===== config.mk =====
export PLATFORM = sky130hd
export DESIGN_NAME = launch_acceleration_detector_top_flat
export DESIGN_NICKNAME = d
export VERILOG_FILES = /design/src/rtl/lad_pkg.sv /design/src/rtl/lad_req_if.sv /design/src/rtl/lad_rsp_if.sv /design/src/rtl/lad_step.sv /design/src/rtl/launch_acceleration_detector_top.sv /design/src/flat_wrapper.sv
export SDC_FILE = /design/constraint.sdc
export NUM_CORES = 1
export LEC_CHECK = 0
export BUFFER_PORTS_ARGS = -buffer_cell sky130_fd_sc_hd__buf_2
export CAP_MARGIN = 40
export CORE_MARGIN = 2
export CORE_UTILIZATION = 55
export CTS_BUF_LIST = sky130_fd_sc_hd__clkbuf_16
export CTS_CLUSTER_DIAMETER = 120
export CTS_CLUSTER_SIZE = 24
export DETAILED_ROUTE_END_ITERATION = 12
export MAX_ROUTING_LAYER = met4
export PLACE_DENSITY = 0.74
export SKIP_CTS_REPAIR_TIMING = 1
export SLEW_MARGIN = 20
export SYNTH_ARGS = -nofsm -noshare
export SYNTH_HDL_FRONTEND = slang
export SYNTH_SLANG_ARGS = --single-unit

===== constraint.sdc =====
create_clock -name clock -period 18.9 [get_ports clock]
set_input_delay 3.78 -clock clock [delete_from_list [all_inputs] [get_ports clock]]
set_output_delay 3.78 -clock clock [all_outputs]
set_load 0.05 [all_outputs]

===== src/rtl/lad_pkg.sv =====
// ---------------------------------------------------------------------------
// lad_pkg
// Types and constants shared by the launch acceleration detector files.
// ---------------------------------------------------------------------------
package lad_pkg;

   // field widths
   localparam int ACCEL_W  = 16;
   localparam int STEP_W   = 16;
   localparam int THRESH_W = 15;
   localparam int TIME_W   = 24;
   localparam int PHASE_W  = 2;
   localparam int CSR_IDX_W  = 2;
   localparam int CSR_DATA_W = 24;

   // register reset values and limits
   localparam logic [THRESH_W-1:0] THRESH_RESET = 15'd7680;
   localparam logic [THRESH_W-1:0] THRESH_MIN   = 15'd256;
   localparam logic [TIME_W-1:0]   TRIG_RESET   = 24'd50000;
   localparam logic [TIME_W-1:0]   MDELAY_RESET = 24'd0;

   // register indexes
   localparam logic [CSR_IDX_W-1:0] REG_ACCEL_THRESHOLD  = 2'd0;
   localparam logic [CSR_IDX_W-1:0] REG_TRIGGER_TIME     = 2'd1;
   localparam logic [CSR_IDX_W-1:0] REG_MOTOR_DELAY_TIME = 2'd2;

   // request function codes
   localparam logic FUNC_UPDATE  = 1'b0;
   localparam logic FUNC_RESTART = 1'b1;

   typedef enum logic [PHASE_W-1:0] {
      PHASE_WAIT     = 2'd0,
      PHASE_SEEN     = 2'd1,
      PHASE_LAUNCHED = 2'd2
   } lad_phase_type;

   typedef struct packed {
      lad_phase_type     phase;
      logic [TIME_W-1:0] above_time;
      logic [TIME_W-1:0] delay_time;
   } lad_state_type;

   typedef struct packed {
      logic [THRESH_W-1:0] accel_threshold;
      logic [TIME_W-1:0]   trigger_time;
      logic [TIME_W-1:0]   motor_delay_time;
   } lad_cfg_type;

endpackage


===== src/rtl/lad_req_if.sv =====
// ---------------------------------------------------------------------------
// lad_req_if
// Request channel: one sample beat or a restart command.
// ---------------------------------------------------------------------------
interface lad_req_if;
   logic                              valid;
   logic                              ready;
   logic                              func;
   logic signed [lad_pkg::ACCEL_W-1:0] accel_sample;
   logic [lad_pkg::STEP_W-1:0]        step_time;

   modport source (output valid, func, accel_sample, step_time, input ready);
   modport sink   (input valid, func, accel_sample, step_time, output ready);
endinterface


===== src/rtl/lad_rsp_if.sv =====
// ---------------------------------------------------------------------------
// lad_rsp_if
// Response channel: phase and launched flag, one beat per request.
// ---------------------------------------------------------------------------
interface lad_rsp_if;
   logic                        valid;
   logic                        ready;
   logic [lad_pkg::PHASE_W-1:0] phase;
   logic                        launched;

   modport source (output valid, phase, launched, input ready);
   modport sink   (input valid, phase, launched, output ready);
endinterface


===== src/rtl/lad_step.sv =====
// ---------------------------------------------------------------------------
// lad_step
// Next-state logic of the detector: one threshold compare, saturating adds.
// ---------------------------------------------------------------------------
module lad_step (
   input  lad_pkg::lad_state_type              cur,
   input  lad_pkg::lad_cfg_type                cfg,
   input  logic                                func,
   input  logic signed [lad_pkg::ACCEL_W-1:0]  accel_sample,
   input  logic [lad_pkg::STEP_W-1:0]          step_time,
   output lad_pkg::lad_state_type              nxt,
   output logic                                launched
);

   logic                        above;
   logic [lad_pkg::TIME_W:0]    above_sum;
   logic [lad_pkg::TIME_W:0]    delay_sum;
   logic [lad_pkg::TIME_W-1:0]  above_sat;
   logic [lad_pkg::TIME_W-1:0]  delay_sat;
   logic [lad_pkg::TIME_W-1:0]  step_ext;

   // threshold is positive and below 2^15, fits a signed 16-bit compare
   assign above = accel_sample > $signed({1'b0, cfg.accel_threshold});

   // saturating accumulators
   assign step_ext  = {{(lad_pkg::TIME_W-lad_pkg::STEP_W){1'b0}}, step_time};
   assign above_sum = {1'b0, cur.above_time} + {1'b0, step_ext};
   assign delay_sum = {1'b0, cur.delay_time} + {1'b0, step_ext};
   assign above_sat = above_sum[lad_pkg::TIME_W] ? '1 : above_sum[lad_pkg::TIME_W-1:0];
   assign delay_sat = delay_sum[lad_pkg::TIME_W] ? '1 : delay_sum[lad_pkg::TIME_W-1:0];

   // phase update
   always_comb begin
      nxt = cur;
      if (func == lad_pkg::FUNC_RESTART) begin
         nxt.phase      = lad_pkg::PHASE_WAIT;
         nxt.above_time = '0;
         nxt.delay_time = '0;
      end else begin
         unique case (cur.phase)
            lad_pkg::PHASE_SEEN: begin
               if (above) begin
                  nxt.above_time = above_sat;
                  if (above_sat >= cfg.trigger_time) begin
                     nxt.phase      = lad_pkg::PHASE_LAUNCHED;
                     nxt.delay_time = '0;
                  end
               end else begin
                  nxt.phase      = lad_pkg::PHASE_WAIT;
                  nxt.above_time = '0;
               end
            end
            lad_pkg::PHASE_LAUNCHED: begin
               nxt.delay_time = delay_sat;
            end
            default: begin
               // waiting, and the unused code handled the same way
               nxt.phase = lad_pkg::PHASE_WAIT;
               if (above) begin
                  nxt.phase      = lad_pkg::PHASE_SEEN;
                  nxt.above_time = step_ext;
               end
            end
         endcase
      end
   end

   assign launched = (nxt.phase == lad_pkg::PHASE_LAUNCHED) &&
                     (nxt.delay_time >= cfg.motor_delay_time);

endmodule


===== src/rtl/launch_acceleration_detector_top.sv =====
// ---------------------------------------------------------------------------
// launch_acceleration_detector_top
// Launch detector: threshold timing over acceleration samples, motor delay.
// ---------------------------------------------------------------------------
// Usage:
//   req_chan carries one beat per sample: func (0 update, 1 restart),
//   accel_sample (signed Q8.8 m/s^2) and step_time (us).
//   rsp_chan returns exactly one beat per request: phase (0 waiting,
//   1 acceleration seen, 2 launched) and launched (motor delay elapsed).
//   csr_we/csr_index/csr_wdata write the threshold (index 0, raised to at
//   least 1.0), trigger time (index 1) and motor delay (index 2); write
//   only while no request is in flight. Other indexes are ignored.
// Response timing and throughput:
//   The response is registered and appears in the cycle after the request
//   beat. One beat is taken per cycle while the response is not stalled:
//   compares and saturating adds lie between state and response registers.
// Reset and stall:
//   Synchronous reset returns to waiting, clears both timers, loads the
//   register defaults and drops rsp valid. While the response is stalled
//   req ready stays low; it rises again in the cycle the response is taken.
// ---------------------------------------------------------------------------
module launch_acceleration_detector_top (
   input  logic                               clock,
   input  logic                               reset,
   lad_req_if.sink                            req_chan,
   lad_rsp_if.source                          rsp_chan,
   input  logic                               csr_we,
   input  logic [lad_pkg::CSR_IDX_W-1:0]      csr_index,
   input  logic [lad_pkg::CSR_DATA_W-1:0]     csr_wdata
);

   lad_pkg::lad_cfg_type        cfg_ff;
   lad_pkg::lad_cfg_type        cfg_in;
   lad_pkg::lad_state_type      state_ff;
   lad_pkg::lad_state_type      state_in;
   logic                        launched_in;
   logic                        rsp_valid_ff;
   logic [lad_pkg::PHASE_W-1:0] rsp_phase_ff;
   logic                        rsp_launched_ff;
   logic [lad_pkg::THRESH_W-1:0] thresh_wr;
   logic                        req_beat;

   assign req_chan.ready = !rsp_valid_ff || rsp_chan.ready;
   assign req_beat       = req_chan.valid && req_chan.ready;

   // register writes, threshold clamped to 1.0
   assign thresh_wr = csr_wdata[lad_pkg::THRESH_W-1:0];
   always_comb begin
      cfg_in = cfg_ff;
      if (csr_we) begin
         unique case (csr_index)
            lad_pkg::REG_ACCEL_THRESHOLD:
               cfg_in.accel_threshold = (thresh_wr < lad_pkg::THRESH_MIN) ?
                                        lad_pkg::THRESH_MIN : thresh_wr;
            lad_pkg::REG_TRIGGER_TIME:
               cfg_in.trigger_time = csr_wdata[lad_pkg::TIME_W-1:0];
            lad_pkg::REG_MOTOR_DELAY_TIME:
               cfg_in.motor_delay_time = csr_wdata[lad_pkg::TIME_W-1:0];
            default: ;
         endcase
      end
   end

   lad_step u_step (
      .cur          (state_ff),
      .cfg          (cfg_ff),
      .func         (req_chan.func),
      .accel_sample (req_chan.accel_sample),
      .step_time    (req_chan.step_time),
      .nxt          (state_in),
      .launched     (launched_in)
   );

   // config, detector state and response control
   always_ff @(posedge clock) begin
      if (reset) begin
         cfg_ff.accel_threshold  <= lad_pkg::THRESH_RESET;
         cfg_ff.trigger_time     <= lad_pkg::TRIG_RESET;
         cfg_ff.motor_delay_time <= lad_pkg::MDELAY_RESET;
         state_ff.phase          <= lad_pkg::PHASE_WAIT;
         state_ff.above_time     <= '0;
         state_ff.delay_time     <= '0;
         rsp_valid_ff            <= 1'b0;
      end else begin
         cfg_ff <= cfg_in;
         if (req_beat) begin
            state_ff     <= state_in;
            rsp_valid_ff <= 1'b1;
         end else if (rsp_chan.ready) begin
            rsp_valid_ff <= 1'b0;
         end
      end
   end

   // response payload
   always_ff @(posedge clock) begin
      if (req_beat) begin
         rsp_phase_ff    <= state_in.phase;
         rsp_launched_ff <= launched_in;
      end
   end

   assign rsp_chan.valid    = rsp_valid_ff;
   assign rsp_chan.phase    = rsp_phase_ff;
   assign rsp_chan.launched = rsp_launched_ff;

endmodule


===== src/flat_wrapper.sv =====
// flat-port wrapper written by rule: the top's interface ports become plain ports
module launch_acceleration_detector_top_flat 
  (clock, reset, csr_we, csr_index, csr_wdata, req_chan_valid, req_chan_func, req_chan_accel_sample, req_chan_step_time, req_chan_ready, rsp_chan_valid, rsp_chan_phase, rsp_chan_launched, rsp_chan_ready);
  lad_req_if req_chan_i ();
  lad_rsp_if rsp_chan_i ();
  input  logic clock;
  input  logic reset;
  input  logic csr_we;
  input  logic [lad_pkg::CSR_IDX_W-1:0] csr_index;
  input  logic [lad_pkg::CSR_DATA_W-1:0] csr_wdata;
  input wire logic [$bits(req_chan_i.valid)-1:0] req_chan_valid;
  input wire logic [$bits(req_chan_i.func)-1:0] req_chan_func;
  input wire logic [$bits(req_chan_i.accel_sample)-1:0] req_chan_accel_sample;
  input wire logic [$bits(req_chan_i.step_time)-1:0] req_chan_step_time;
  output wire logic [$bits(req_chan_i.ready)-1:0] req_chan_ready;
  output wire logic [$bits(rsp_chan_i.valid)-1:0] rsp_chan_valid;
  output wire logic [$bits(rsp_chan_i.phase)-1:0] rsp_chan_phase;
  output wire logic [$bits(rsp_chan_i.launched)-1:0] rsp_chan_launched;
  input wire logic [$bits(rsp_chan_i.ready)-1:0] rsp_chan_ready;
  assign req_chan_i.valid = req_chan_valid;
  assign req_chan_i.func = req_chan_func;
  assign req_chan_i.accel_sample = req_chan_accel_sample;
  assign req_chan_i.step_time = req_chan_step_time;
  assign req_chan_ready = req_chan_i.ready;
  assign rsp_chan_valid = rsp_chan_i.valid;
  assign rsp_chan_phase = rsp_chan_i.phase;
  assign rsp_chan_launched = rsp_chan_i.launched;
  assign rsp_chan_i.ready = rsp_chan_ready;
  launch_acceleration_detector_top u_core (.clock(clock), .reset(reset), .req_chan(req_chan_i), .rsp_chan(rsp_chan_i), .csr_we(csr_we), .csr_index(csr_index), .csr_wdata(csr_wdata));
endmodule

# Word level (Yosys, flattened, before mapping)
# Cells that the tools add are included.
word_totals:
  ff_bits: 117
  inputBits: 64
  output_inout_bits: 5
  elab_cells: 45
classes:
  n_addsub: 2
  n_lt_le_gt_ge: 4
  eq_ne: 6
  n_mux: 13
  n_reduce_logical: 11
op_table:
  columns: ["operator", "n"]
  rows:
  - ["$mux 24", 4]
  - ["$pmux 26 s2", 1]
  - ["$add 24x16->25", 2]
  - ["$mux 50", 1]
  - ["$ge 24x24->1", 2]
  - ["$pmux 24 s2", 1]
  - ["$mux 26", 1]
  - ["$mux 25", 1]
  - ["$gt 16x16->1", 1]
  - ["$lt 15x9->1 const B", 1]
  - ["$mux 15", 1]
  - ["$eq 2x2->1 const B", 3]
  - ["$reduce_and 2->1", 3]
  - ["$eq 2x1->1 const B", 2]
  - ["$reduce_and 3->1", 1]
  - ["$reduce_bool 3->1", 1]
  - ["$logic_and 1x1->1", 2]
  - ["$logic_not 2->1", 1]
  - ["$mux 1", 2]
  - ["$mux 2", 1]
  - ["$ne 2x2->1 const B", 1]
  - ["$reduce_bool 2->1", 1]
  - ["$logic_not 1->1", 1]
  - ["$logic_or 1x1->1", 1]

# Logic depth before layout (Yosys ltp)
depth:
  ltp_word: 9
  depth_mapped: 29
  depth_no_buf: 27

# Modules after synthesis
# A second synthesis with hierarchy kept.
hier_totals:
  hier_cells: 1156
  hier_area_um2: 8759.7
modules_own_cells:
  columns: ["module", "n_inst", "cells_each", "area_each_um2", "seq_area_each_um2"]
  rows:
  - ["lad_step", 1, 648, 4510.6, 0.0]
  - ["launch_acceleration_detector_top", 1, 508, 4249.1, 2372.3]

# Worst setup path after synthesis
# No wires, ideal clock.
synth_timing:
  path_kind: "input -> register"
  from: "input req_chan_step_time[0]"
  to: "register u_core.rsp_launched_ff (netlist: u_core.rsp_chan.launched) (data pin)"
  setup_ns: 0.269
  t_arrival_ns: 8.829
  required_ns: 18.631
  setup_slack_ns: 9.803
  stages: 28
  path_buffers: 3
  path_cell_list: "ha_1 > fa_1 > a211oi_1 > o21bai_1 > a211oi_2 > a31oi_2 > and4_1 > clkbuf_1 > or2_2 > ha_1 > nand4_1 > a21oi_1 > a2111oi_1 > a211oi_2 > nor2_1 > buf_6 > buf_6 > a22oi_1 > nor2_1 > ha_1 > a21o_1 > a21o_1 > a211oi_1 > o21ai_0 > o211ai_1 > a21oi_1 > o21ai_0 > a211oi_1"
synth_lines:
  columns: ["element", "line_no", "source"]
  rows:
  - ["start, declared", "flat_wrapper.sv:14", "input wire logic [$bits(req_chan_i.step_time)-1:0] req_chan_step_time;"]
  - ["end signal, assigned", "launch_acceleration_detector_top.sv:99", "rsp_launched_ff <= launched_in;"]
  - ["end, declared", "launch_acceleration_detector_top.sv:39", "logic rsp_launched_ff;"]

==> results.tsv <==
metric	value	unit
synthAdderAreaFrac	0.149	
synth.avg_cell_area	7.68	um2
use_met1	0.410	
die_h	128	um
finalMaxSlewViolations	0	
gr-usage-met3	0.0576	
maxSlewHeadroom	0.403	
reg2reg_from	u_core.state_ff[24]$_SDFFE_PP0P_	
p_per_area	71.3	mW/mm2
crit_end	u_core.rsp_chan.launched$_DFFE_PP_	
synthSimpleGateAreaFrac	0.201	
htreeDepth	4	
avgViaCountPerCell	5.96	
clockBufferDepth	2	
worst_pin_slew	0.889	ns
worstPathArrival	9.71	ns
gp_congestion	0.941	
area_growth	12.2	%
grt_pass1_wl	38.2	mm
numPortBuffers	68	
antenna-diode-count	0	
async_flop_share	0	
synth_seq_cells	117	
wl_per_cell	17.6	um
cp-start-kind	input pin	
io_pins	69	
post-route-period-util	0.506	
synth_cell_types	79	
synth_area	0.00842	mm2
worst_clock_skew	0.00727	ns
max_cap_violations	0	
fin_tns_setup	0	ns
ant_nets	0	
end_kind	flip-flop	
cp_slowest_cell	nand4_1	
core_region_area	0.0151	mm2
grt_busiest_layer	met2	
finalWirelength	23.8	mm
rows	45	
drive_gt1_frac	0.119	
hold_viol	0	
cp_num_cells	28	
p_total	0.000674	W
grtUsageMet2	0.466	
syn_inst	1096	
cts_buffers	17	
vdd_drop_max	59.2	uV
path_max_fanout	20	
synth_mux_area_frac	0.00238	
cts_sinks	117	
synth_xor_area_frac	0.0281	
hold_class	flip-flop to flip-flop	
synth_top_family_by_area	compound AO/OA/AOI/OAI gates	
ys_seq_area_frac	0.282	
cp.required	19.05	ns
antenna_found_initial	0	
cts_tree	done	
critPathLaunch	req_chan_step_time[0]	
ys.flop_type	dfxtp_1	
cts-root-buf	clkbuf_16	
run_status	completed	
synth-compound-area-share	0.265	
drtIter0Drc	671	
die_w	128	um
grt_pass1_vias	7397	
critPathKind	input pin to flip-flop	
p_leak	4.07	nW
initial_utilization	0.558	
vias	8038	
die_area	0.0163	mm2
grt_overflow	0	
r2r_slack	12.52	ns
rr_endpoint	u_core.rsp_chan.launched$_DFFE_PP_	
critPathTopFamily	compound AO/OA/AOI/OAI gates	
finalSetupViolCount	0	
layout.cells.non_filler	1349	
insertion_delay	0.42	ns
rsz0062_at_grt	no	
reg2regPathDepth	27	
nets	1311	
grtUsageTotal	0.305	
fin_crit	9.56	ns
cp_num_buf_inv	2	
max_stage_delay	0.61	ns
synth_nets	1259	
dp_hpwl	18.3	mm
placedCellCount	1317	
drc	0	
synth_edf_count	3	
yosys_warnings	0	
max_freq	105	MHz
grt_max_degree	65	
first_pass_iters	4	
cts.reportedPaths.clkPinSlew	0.06	ns
worst reg2reg max path, delay by kind of cell (launching register included):
kind                       cells  cell delay (ns)
and+or+nand+nor                5             1.12
DFF                            1             0.32
adders and majority gates      4             1.23
AOI/OAI and AO/OA             17             3.22
buffers and inverters          1             0.24
layout by cell type, fill, tap and decap left out, types with 3 or more instances in the layout:
cell type    n
nor2_1      58
buf_2       69
o21a_1      10
nand3_1     22
nor4_1       4
a211o_1      3
a21boi_0     4
a221oi_1     3
and3_1      11
o22ai_1      6
nand4_1     18
xnor2_1     16
nand2_1    191
o21ai_0     54
a21oi_1    118
a211oi_1     9
nor4_4       3
o21bai_1     4
o21ai_1      3
nor3_1      10
edfxtp_1     3
o211ai_1    18
or2_2        7
inv_1      103
buf_4        5
and2_1       4
a31oi_1      8
dfxtp_1    114
a22oi_1     33
a22o_1       4
bufinv_16    3
a31o_2       4
xor2_1      11
nor2b_1      5
a21o_1      26
clkbuf_16   17
o32ai_1      4
or3_1        5
nand2b_1    11
ha_1        97
through the flow:
stage                      util  setup WS (ns)  hold slack, ns  area [um2]
final                     0.626           9.34           0.441        9450
after global routing      0.626           8.84           0.467        9450
after CTS                 0.626           9.42           0.443        9450
after detailed placement  0.587           9.06           0.436        8860
after global placement    0.583           9.25           0.431        8790
after floorplan               -           9.80           0.419        8420
report_power, final:
part | leakage (nW) | total [W] | switching (W) | internal, W
sequential | 0.955 | 0.000257 | 0.00000294 | 0.000254
clock | 0.295 | 0.000327 | 0.000121 | 0.000206
combinational | 2.82 | 0.0000902 | 0.0000574 | 0.0000328
cell families (layout without fill, tap and decap cells):
family | Yosys count | count (layout)
and+or+nand+nor | 363 | 363
AOI/OAI and AO/OA | 342 | 342
buffers and inverters | 146 | 211
DFF | 117 | 117
adders and majority gates | 99 | 99
xor gates and xnor gates | 27 | 27
muxes | 2 | 2
per-layer routing:
layer	up-vias	wire [um]
met3	47	1570
met5	-	0
met1	3699	11000
met2	292	10500
met4	0	680
li1	4000	-
cells in the mapped netlist, drive strengths merged (7+ instances only):
| cell type | instances | area [um2] |
|---|---|---|
| a21oi | 118 | 591 |
| buf | 15 | 95.1 |
| nor3 | 10 | 50.1 |
| o22ai | 7 | 50.1 |
| nand3 | 22 | 110 |
| nand2b | 11 | 68.8 |
| xnor2 | 16 | 140 |
| a31oi | 9 | 62.6 |
| or2 | 8 | 50.1 |
| a21o | 28 | 213 |
| and3 | 11 | 68.8 |
| clkbuf | 30 | 143 |
| o21a | 10 | 75.1 |
| a211oi | 11 | 92.6 |
| o211ai | 18 | 135 |
| nand2 | 191 | 717 |
| ha | 97 | 1210 |
| dfxtp | 114 | 2280 |
| nor2 | 59 | 221 |
| a22oi | 33 | 248 |
| nor4 | 8 | 101 |
| inv | 100 | 375 |
| nand4 | 18 | 113 |
| o21ai | 59 | 303 |
| xor2 | 11 | 96.3 |
worst min path at each step:
stage                                                start                          endpoint  slack [ns]  cells after the start
after floorplan           u_core.state_ff[26]$_SDFFE_PP0P_  u_core.state_ff[26]$_SDFFE_PP0P_        0.42                      2
after global placement    u_core.state_ff[26]$_SDFFE_PP0P_  u_core.state_ff[26]$_SDFFE_PP0P_        0.43                      2
after detailed placement  u_core.state_ff[26]$_SDFFE_PP0P_  u_core.state_ff[26]$_SDFFE_PP0P_        0.44                      2
after CTS                 u_core.state_ff[26]$_SDFFE_PP0P_  u_core.state_ff[26]$_SDFFE_PP0P_        0.44                      2
after global routing        u_core.cfg_ff[36]$_SDFFE_PP0P_    u_core.cfg_ff[36]$_SDFFE_PP0P_        0.47                      2
final                     u_core.state_ff[26]$_SDFFE_PP0P_  u_core.state_ff[26]$_SDFFE_PP0P_        0.44                      2
sequential cells by signal, summed over array words and instances (netlist names):
register                  count
u_core.cfg_ff                63
u_core.rsp_chan.launched      1
u_core.rsp_chan.phase         2
u_core.rsp_chan.valid         1
u_core.state_ff              50
final cells by class:
class	instances	area, um2
Timing Repair Buffer	78	435
Fill cell	1398	5640
Clock inverter	15	165
Inverter	101	379
Multi-Input combinational cell	833	5440
Tap cell	188	235
Clock buffer	17	425
Sequential cell	117	2370
(Power assumes the default switching activity.)
